$ cat src/rtl/rde_pkg.sv
`timescale 1ns / 1ps
// ----------------------------------------------------------------------------
// rde_pkg
// Shared constants, types and the digit encoding of the digit emitter.
// ----------------------------------------------------------------------------
package rde_pkg;

   localparam int VALUE_BITS_DEF = 63;
   localparam int NUMBER_W       = 63;
   localparam int CHAR_W         = 7;
   localparam int MODE_W         = 2;

   localparam logic [CHAR_W-1:0] CHAR_ZERO     = 7'd48;
   localparam logic [CHAR_W-1:0] CHAR_UPPER_A  = 7'd65;
   localparam logic [CHAR_W-1:0] CHAR_LOWER_A  = 7'd97;
   localparam logic [3:0]        DIGIT_TEN     = 4'd10;

   typedef struct packed {
      logic load;
      logic shift_bit;
      logic skip;
      logic emit;
   } rde_cmd_type;

   typedef struct packed {
      logic hex;
      logic bits_done;
      logic top_zero;
      logic one_left;
      logic out_free;
   } rde_sts_type;

   // decimal digits of the largest value of the given bit width
   function automatic int dec_digits(input int bits);
      return ((bits * 1233) >> 12) + 1;
   endfunction

   function automatic logic [CHAR_W-1:0] digit_code(input logic [3:0] d, input logic upper);
      logic [3:0] off;
      off = d - DIGIT_TEN;
      if (d < DIGIT_TEN) begin
         return CHAR_ZERO + {3'b000, d};
      end else if (upper) begin
         return CHAR_UPPER_A + {3'b000, off};
      end else begin
         return CHAR_LOWER_A + {3'b000, off};
      end
   endfunction

endpackage

$ cat src/rtl/radix_digit_emitter.sv
`timescale 1ns / 1ps
// ----------------------------------------------------------------------------
// radix_digit_emitter
// Converts one unsigned integer per request into a stream of ASCII digits.
// ----------------------------------------------------------------------------
// Usage:
//   req_*  : one integer per request (valid/ready); low VALUE_BITS bits used.
//   rsp_*  : one ASCII digit per response, most significant first, no leading
//            zeros; rsp_last_digit marks the final digit. Zero gives "0".
//   csr_*  : radix mode (0 decimal, 1 lowercase hex, 2 or 3 uppercase hex),
//            written when csr_write_enable is high; change it only when idle.
// Digit slots (D = digits emitted, Z = leading zero positions dropped):
//   hex     : Z + D = ceil(VALUE_BITS/4); the bit converter is bypassed.
//   decimal : Z + D = 19 digit slots at 63 bits, filled by the shift-add-3
//             converter, which takes in one bit of the value per step.
//   One digit leaves per cycle while rsp_ready is high; req_ready rises again
//   once the last digit sits in the output register.
// Reset clears the mode to decimal and drops any request in flight.
// A stalled receiver holds the current digit and pauses the digit shifter.
// ----------------------------------------------------------------------------
module radix_digit_emitter
   import rde_pkg::*;
#(
   parameter int VALUE_BITS = VALUE_BITS_DEF
)(
   input  logic                clock,
   input  logic                reset,
   input  logic                csr_write_enable,
   input  logic [MODE_W-1:0]   csr_write_data,
   input  logic                req_valid,
   output logic                req_ready,
   input  logic [NUMBER_W-1:0] req_number_value,
   output logic                rsp_valid,
   input  logic                rsp_ready,
   output logic [CHAR_W-1:0]   rsp_digit_char,
   output logic                rsp_last_digit
);

   rde_cmd_type cmd;
   rde_sts_type sts;

   rde_ctrl u_ctrl (
      .clock     (clock),
      .reset     (reset),
      .req_valid (req_valid),
      .req_ready (req_ready),
      .sts       (sts),
      .cmd       (cmd)
   );

   rde_datapath #(
      .VALUE_BITS (VALUE_BITS)
   ) u_datapath (
      .clock            (clock),
      .reset            (reset),
      .csr_write_enable (csr_write_enable),
      .csr_write_data   (csr_write_data),
      .req_number_value (req_number_value),
      .rsp_valid        (rsp_valid),
      .rsp_ready        (rsp_ready),
      .rsp_digit_char   (rsp_digit_char),
      .rsp_last_digit   (rsp_last_digit),
      .cmd              (cmd),
      .sts              (sts)
   );

endmodule

$ cat src/rtl/rde_ctrl.sv
`timescale 1ns / 1ps
// ----------------------------------------------------------------------------
// rde_ctrl
// Sequencer: accept, convert, drop leading zeros, emit digits.
// ----------------------------------------------------------------------------
module rde_ctrl
   import rde_pkg::*;
(
   input  logic        clock,
   input  logic        reset,
   input  logic        req_valid,
   output logic        req_ready,
   input  rde_sts_type sts,
   output rde_cmd_type cmd
);

   localparam logic [1:0] ST_IDLE = 2'd0;
   localparam logic [1:0] ST_CONV = 2'd1;
   localparam logic [1:0] ST_SKIP = 2'd2;
   localparam logic [1:0] ST_EMIT = 2'd3;

   logic [1:0] state_ff;
   logic [1:0] state_in;

   always_comb begin
      state_in      = state_ff;
      cmd           = '0;
      req_ready     = 1'b0;
      case (state_ff)
         ST_IDLE: begin
            req_ready = 1'b1;
            if (req_valid) begin
               cmd.load = 1'b1;
               state_in = ST_CONV;
            end
         end
         ST_CONV: begin
            if (sts.hex || sts.bits_done) begin
               state_in = ST_SKIP;
            end else begin
               cmd.shift_bit = 1'b1;
            end
         end
         ST_SKIP: begin
            if (sts.top_zero && !sts.one_left) begin
               cmd.skip = 1'b1;
            end else begin
               state_in = ST_EMIT;
            end
         end
         ST_EMIT: begin
            if (sts.out_free) begin
               cmd.emit = 1'b1;
               if (sts.one_left) begin
                  state_in = ST_IDLE;
               end
            end
         end
         default: begin
            state_in = ST_IDLE;
         end
      endcase
   end

   always_ff @(posedge clock) begin
      if (reset) begin
         state_ff <= ST_IDLE;
      end else begin
         state_ff <= state_in;
      end
   end

endmodule

$ cat src/rtl/rde_datapath.sv
`timescale 1ns / 1ps
// ----------------------------------------------------------------------------
// rde_datapath
// Mode register, shift-add-3 BCD converter, digit shifter and output stage.
// ----------------------------------------------------------------------------
module rde_datapath
   import rde_pkg::*;
#(
   parameter int VALUE_BITS = VALUE_BITS_DEF
)(
   input  logic                clock,
   input  logic                reset,
   input  logic                csr_write_enable,
   input  logic [MODE_W-1:0]   csr_write_data,
   input  logic [NUMBER_W-1:0] req_number_value,
   output logic                rsp_valid,
   input  logic                rsp_ready,
   output logic [CHAR_W-1:0]   rsp_digit_char,
   output logic                rsp_last_digit,
   input  rde_cmd_type         cmd,
   output rde_sts_type         sts
);

   localparam int DEC_DIGITS = dec_digits(VALUE_BITS);
   localparam int DIGW       = 4 * DEC_DIGITS;
   localparam int NIB        = (VALUE_BITS + 3) / 4;
   localparam int HEX_SHIFT  = DIGW - 4 * NIB;
   localparam int BCW        = $clog2(VALUE_BITS + 1);
   localparam int DCW        = $clog2(DEC_DIGITS + 1);

   logic [MODE_W-1:0]     mode_ff;
   logic [MODE_W-1:0]     mode_in;
   logic                  hex_ff;
   logic                  upper_ff;
   logic [VALUE_BITS-1:0] val_ff;
   logic [VALUE_BITS-1:0] val_in;
   logic [DIGW-1:0]       dig_ff;
   logic [DIGW-1:0]       dig_in;
   logic [DIGW-1:0]       adj;
   logic [DIGW-1:0]       hex_ext;
   logic [BCW-1:0]        bit_cnt_ff;
   logic [BCW-1:0]        bit_cnt_in;
   logic [DCW-1:0]        dcnt_ff;
   logic [DCW-1:0]        dcnt_in;
   logic                  valid_ff;
   logic                  valid_in;
   logic [CHAR_W-1:0]     char_ff;
   logic                  last_ff;
   logic [3:0]            top_nib;

   assign mode_in = csr_write_enable ? csr_write_data : mode_ff;
   assign top_nib = dig_ff[DIGW-1 -: 4];
   assign hex_ext = {{(DIGW - VALUE_BITS){1'b0}}, req_number_value[VALUE_BITS-1:0]} << HEX_SHIFT;

   always_comb begin
      logic [3:0] nib;
      nib = 4'd0;
      for (int i = 0; i < DEC_DIGITS; i++) begin
         nib = dig_ff[4*i +: 4];
         adj[4*i +: 4] = (nib >= 4'd5) ? nib + 4'd3 : nib;
      end
   end

   always_comb begin
      val_in     = val_ff;
      dig_in     = dig_ff;
      bit_cnt_in = bit_cnt_ff;
      dcnt_in    = dcnt_ff;
      if (cmd.load) begin
         val_in     = req_number_value[VALUE_BITS-1:0];
         bit_cnt_in = BCW'(VALUE_BITS);
         if (mode_ff != '0) begin
            dig_in  = hex_ext;
            dcnt_in = DCW'(NIB);
         end else begin
            dig_in  = '0;
            dcnt_in = DCW'(DEC_DIGITS);
         end
      end else if (cmd.shift_bit) begin
         dig_in     = {adj[DIGW-2:0], val_ff[VALUE_BITS-1]};
         val_in     = val_ff << 1;
         bit_cnt_in = bit_cnt_ff - BCW'(1);
      end else if (cmd.skip || cmd.emit) begin
         dig_in  = dig_ff << 4;
         dcnt_in = dcnt_ff - DCW'(1);
      end
   end

   always_comb begin
      valid_in = valid_ff;
      if (cmd.emit) begin
         valid_in = 1'b1;
      end else if (rsp_ready) begin
         valid_in = 1'b0;
      end
   end

   always_ff @(posedge clock) begin
      if (reset) begin
         mode_ff  <= '0;
         valid_ff <= 1'b0;
      end else begin
         mode_ff  <= mode_in;
         valid_ff <= valid_in;
      end
   end

   always_ff @(posedge clock) begin
      val_ff     <= val_in;
      dig_ff     <= dig_in;
      bit_cnt_ff <= bit_cnt_in;
      dcnt_ff    <= dcnt_in;
      if (cmd.load) begin
         hex_ff   <= (mode_ff != '0);
         upper_ff <= mode_ff[1];
      end
      if (cmd.emit) begin
         char_ff <= digit_code(top_nib, upper_ff);
         last_ff <= (dcnt_ff == DCW'(1));
      end
   end

   assign sts.hex       = hex_ff;
   assign sts.bits_done = (bit_cnt_ff == '0);
   assign sts.top_zero  = (top_nib == 4'd0);
   assign sts.one_left  = (dcnt_ff == DCW'(1));
   assign sts.out_free  = !valid_ff || rsp_ready;

   assign rsp_valid      = valid_ff;
   assign rsp_digit_char = char_ff;
   assign rsp_last_digit = last_ff;

endmodule

$ cat config.mk
export PLATFORM = sky130hd
export DESIGN_NAME = radix_digit_emitter
export DESIGN_NICKNAME = d
export VERILOG_FILES = /design/src/rtl/rde_pkg.sv /design/src/rtl/radix_digit_emitter.sv /design/src/rtl/rde_ctrl.sv /design/src/rtl/rde_datapath.sv
export SDC_FILE = /design/constraint.sdc
export NUM_CORES = 1
export LEC_CHECK = 0
export ABC_AREA = 1
export BUFFER_PORTS_ARGS = -buffer_cell sky130_fd_sc_hd__buf_4
export CAP_MARGIN = 0
export CORE_MARGIN = 5
export CORE_UTILIZATION = 55
export CTS_CLUSTER_SIZE = 30
export DETAILED_ROUTE_END_ITERATION = 8
export PLACE_DENSITY = 0.77
export SYNTH_ARGS = -nofsm -noshare
export SYNTH_HDL_FRONTEND = slang
export SYNTH_SLANG_ARGS = --single-unit
export TNS_END_PERCENT = 5
$ cat constraint.sdc
create_clock -name clock -period 3.9 [get_ports clock]
set_input_delay 0.585 -clock clock [delete_from_list [all_inputs] [get_ports clock]]
set_output_delay 0.585 -clock clock [all_outputs]
set_load 0.02 [all_outputs]
After elaboration in Yosys (flattened, before gate mapping)
Cells that the tools add are included.
- logic and storage cells: 130
- output and inout bits: 10
- input bits: 70
- register bits: 165
- muxes and demuxes: 48
- eq/ne operators: 10
- $add $sub $neg: 25
- $lt $le $gt $ge: 20
- reductions and logical operators: 16
- operators by type and width (kind ; number):
    2-to-1 mux 76 bit ; 3
    2-to-1 mux 63 bit ; 2
    >= comparator 4 x 3 -> 1 bit (second input constant) ; 19
    2-to-1 mux 75 bit ; 1
    adder 4 x 2 -> 4 bit (second input constant) ; 18
    2-to-1 mux 4 bit ; 18
    2-to-1 mux 5 bit ; 3
    2-to-1 mux 7 bit ; 2
    2-to-1 mux 2 bit ; 6
    2-to-1 mux 1 bit ; 11
    one-hot mux 2 bit (4 select lines) ; 1
    nonzero test 2 bit ; 4
    adder 6 x 4 -> 7 bit (first input constant) ; 1
    adder 6 x 5 -> 7 bit (first input constant) ; 1
    adder 7 x 4 -> 7 bit (first input constant) ; 1
    logical NOT 6 bit ; 1
    != test 2 x 1 -> 1 bit (second input constant) ; 3
    != test 2 bit (second input constant) ; 3
    subtractor 6 x 1 -> 6 bit (second input constant) ; 1
    == test 5 x 1 -> 1 bit (second input constant) ; 1
    AND reduction 5 bit ; 1
    subtractor 5 x 1 -> 5 bit (second input constant) ; 1
    == test 2 bit (second input constant) ; 2
    logical NOT 4 bit ; 1
    11 further kinds ; 14

Longest topological paths before layout
- depth in word-level cells: 9
- depth in mapped cells: 11
- gate-level depth less buffers: 11

Hierarchy
From an unflattened synthesis, not the netlist that was laid out.
- cells, all modules: 1169
- area, all modules: 9734.3 um2
- by module, submodules not included (module ; area each (um2) ; times used ; cells an instance ; seq. area each (um2)):
    rde_datapath ; 9507.9 ; 1 ; 1133 ; 4804.6
    rde_ctrl ; 226.5 ; 1 ; 36 ; 40.0

Worst setup path after synthesis
Ideal clock, no wire load.
- path kind: reg-to-reg
- from: register u_ctrl.state_ff[0]
- to: register u_datapath.dig_ff[0], enable pin
- arrival: 2.903 ns
- stages on the path, launching flop included: 8
- period minus slack after synthesis: 3.865 ns
- required time: 2.938 ns
- setup slack: 0.035 ns
- buffers on the path: 1
- setup time: 0.962 ns
- cells stage by stage: dfxtp_1 -> inv_1 -> ha_1 -> nand2_2 -> nand2_4 -> inv_6 -> buf_6 -> nand3_1
- cells in the longest elaborated chain, start to end: 4
- elaborated cells between the ends (all ways): 10
- classes of those cells: eq/ne (3); mux (4); reduce/logical (3)
- ends and longest elaborated chain (item ; RTL line ; text):
    start: declaration ; rde_ctrl.sv:22 ; logic [1:0] state_ff;
    start signal: assignment ; rde_ctrl.sv:69 ; state_ff <= state_in;
    == test 2 bit ; rde_ctrl.sv:29 ; case (state_ff)
    2-to-1 mux 1 bit ; rde_ctrl.sv:29 ;
    logical OR 1 bit ; rde_datapath.sv:83 ; end else if (cmd.skip || cmd.emit) begin
    nonzero test 3 bit (no line) * ; -- ;
    end signal: assignment ; rde_datapath.sv:110 ; dig_ff <= dig_in;
    end: declaration ; rde_datapath.sv:37 ; logic [DIGW-1:0] dig_ff;
Every way passes the cells marked *; elsewhere a longest branch is shown, timed or not.
A chain may end at the register's enable or synchronous reset.

Worst setup path in the final report
- from: register u_ctrl.state_ff[1]
- to: register u_datapath.dig_ff[41], enable pin
Same word-level chain as after synthesis.

==> run_results.csv <==
group,metric,value,unit
timing,skew,0.0115,ns
power,vdd_drop_max,509,uV
setup_path,worstPathRequired,4.08,ns
finish,stdcell_count,1345,
cts,cts_resized,0,
timing,finalSetupViolations,0,
synth,synth_cell_types,34,
timing,min_period_over_period,0.671,
synth,yosys_warnings,0,
detailed_routing,antenna_left,0,
power,p_sw,4.00,mW
power,comb_power_share,0.420,
detailed_routing,wire_per_inst,15.9,um
finish,final_core_util,0.643,
power,power.internal,5.63,mW
cts,cts_root_buffer,"clkbuf_16",
power,netSwitchingFraction,0.415,
power,p_per_area,900,nW/um2
setup_path,criticalPathCategory,"register to register",
finish,syn_to_final_growth,14.5,%
synth,syn-instance-count,1044,
power,power,9.63,mW
synth,syn_avg_cell_area,8.96,um2
detailed_routing,dr.pass1.iters,5,
cts,clock_path_buffers,2,
setup_path,path_max_fanout,45,
cts,cts_tree,"built",
global_route,first_global_vias,7415,
setup_path,endpoint_kind,"register",
timing,maxSlewHeadroom,0.504,
timing,clock.fmax,382,MHz
cts,cts_buffers,17,
timing,tightest_slew,0.743,ns
run_status,status,"complete, no violations",
die,die_y,140,um
global_route,grt_pass1_wl,35.5,mm
timing,timing.final.crit_period,2.62,ns
die,core-area,16600,um2
hold_path,hp-class,"input port to register",
cts,cts_htree_levels,4,
cts,clock_latency,0.45,ns
timing,drv_slew,0,
power,seqPwrFrac,0.401,
finish,num-fill-cells,1372,
finish,final_nets,1232,
global_route,overflow,0,
die,pin_count,80,
detailed_routing,drc_errors,0,
synth,ys_seq_area_frac,0.518,
global_route,grt_max_degree,105,
timing,grt_setup_unrepaired,"no",
placement,gp_congestion,0.839,
die,die-area,19700,um2
finish,drive_above_1_share,0.123,
synth,synth_area,9350,um2
detailed_routing,drt-initial-drc-count,645,
detailed_routing,viasPerCell,5.60,
setup_path,worstPathArrival,2.79,ns
cts,clock-sinks,165,
finish,layout_common_cells,"nand2_1, edfxtp_1, inv_1, nand3_1, buf_4",
global_route,antenna_found_initial,0,
cts,cts_hold_buf,0,
finish,mostFrequentLayoutCell,"nand2_1",
synth,yosys_register_bits,165,
cts,cts_setup_buffers,0,
timing,fin_setup_tns,0,ns
flow_run,drv_cap,0,
die,fp.dieW,140,um
placement,io_buffers,79,
setup_path,critPathLaunchType,"register",
placement,dp_cells,1313,
synth,syn_nets,1164,
finish,antenna_cells,0,
placement,post-dp-hpwl,13.7,mm
die,rows,47,
cts,clk_pin_slew,0.06,ns
timing,finalHoldViolations,0,
detailed_routing,routed_wl,21.3,mm
global_route,grt_usage,0.222,
die,initial_utilization,0.562,
power,clkPwrFrac,0.180,
detailed_routing,vias,7531,
power,leakage,4.69,nW
[registers in the layout, indices dropped and copies added (netlist names), 2 cells and up]
signal and count:
u_ctrl.state_ff 2, u_datapath.val_ff 63, u_datapath.mode_ff 2, u_datapath.dcnt_ff 5, u_datapath.bit_cnt_ff 6, u_datapath.rsp_digit_char 7, u_datapath.dig_ff 76
[Yosys cell counts]
master | n | area [um2]
nand3_2 | 1 | 10.0
a211oi_2 | 1 | 12.5
o21ai_1 | 1 | 5.00
a22oi_1 | 1 | 7.51
edfxtp_1 | 154 | 4620
nand3b_1 | 1 | 7.51
nor2_1 | 38 | 143
o21ai_0 | 84 | 420
a21oi_1 | 36 | 180
xor2_1 | 26 | 228
nor2_8 | 1 | 20.0
buf_4 | 3 | 22.5
buf_2 | 20 | 100
nor3_1 | 1 | 5.00
buf_6 | 6 | 67.6
or2_2 | 1 | 6.26
xnor2_1 | 1 | 8.76
ha_1 | 50 | 626
inv_1 | 113 | 424
o211ai_1 | 24 | 180
nand2_2 | 1 | 6.26
nand2_1 | 328 | 1230
inv_6 | 1 | 8.76
nor2_2 | 1 | 6.26
o21ai_2 | 5 | 43.8
o22ai_1 | 5 | 31.3
o221ai_1 | 15 | 131
o21a_1 | 1 | 7.51
nand2_4 | 2 | 22.5
nand3_1 | 98 | 490
inv_2 | 3 | 11.3
clkbuf_1 | 9 | 33.8
o31ai_1 | 1 | 7.51
dfxtp_1 | 11 | 220
[logic make-up after synthesis]
group / share of synthesized area
xor gates and xnor gates: 0.0253
DFF: 0.518
buffers and inverters: 0.0715
AOI/OAI and AO/OA: 0.110
adders and majority gates: 0.0669
and+or+nand+nor: 0.208
[power groups by stage]
stage	clock, mW	combinational (mW)	sequential, mW
after floorplan	0	3.07	3.77
after global placement	0	3.82	3.84
after detailed placement	0	3.98	3.87
after CTS	1.75	4.04	3.85
after global routing	1.83	4.62	3.96
final	1.73	4.04	3.86
[metal layers]
metal,GRT usage,wire (um)
met4,0.0643,209
met1,0.290,9230
met3,0.0501,1340
met5,0,0
met2,0.372,10500
[worst paths after layout]
check | slack, ns | start | endpoint | cells after the start
setup / recovery | 1.28 | u_ctrl.state_ff[1] | u_datapath.dig_ff[41] | 9
hold / removal | 0.31 | reset | u_datapath.rsp_valid | 2
hold reg to reg | 0.49 | u_datapath.bit_cnt_ff[5] | u_datapath.bit_cnt_ff[5] | 2
setup reg to reg | 1.28 | u_ctrl.state_ff[1] | u_datapath.dig_ff[41] | 9
[area by class of cell]
| type | count | area (um2) | area share |
|---|---|---|---|
| Clock buffer | 18 | 439 | 0.0410 |
| Tap cell | 220 | 275 | 0.0257 |
| Sequential cell | 165 | 4840 | 0.453 |
| Inverter | 117 | 445 | 0.0416 |
| Timing Repair Buffer | 87 | 678 | 0.0634 |
| Clock inverter | 14 | 166 | 0.0156 |
| Multi-Input combinational cell | 724 | 3850 | 0.360 |
[critical path, stage by stage (launching register included)]
cell,delay (ns)
dfxtp_1,0.38
inv_1,0.10
ha_1,0.20
inv_1,0.06
nor2_1,0.06
nand2_4,0.15
nand2_4,0.09
inv_6,0.31
nand3_4,0.57
buf_12,0.41
[stage by stage]
step / hold WS, ns / cell area (um2) / worst slack [ns]
final: 0.307 / 10700 / 1.28
after CTS: 0.295 / 10700 / 1.29
after global routing: 0.300 / 10700 / 1.08
after global placement: 0.457 / 10100 / 1.34
after floorplan: 0.426 / 9350 / 0.0355
after detailed placement: 0.464 / 10100 / 1.30
Power figures use the tool's default switching activity.
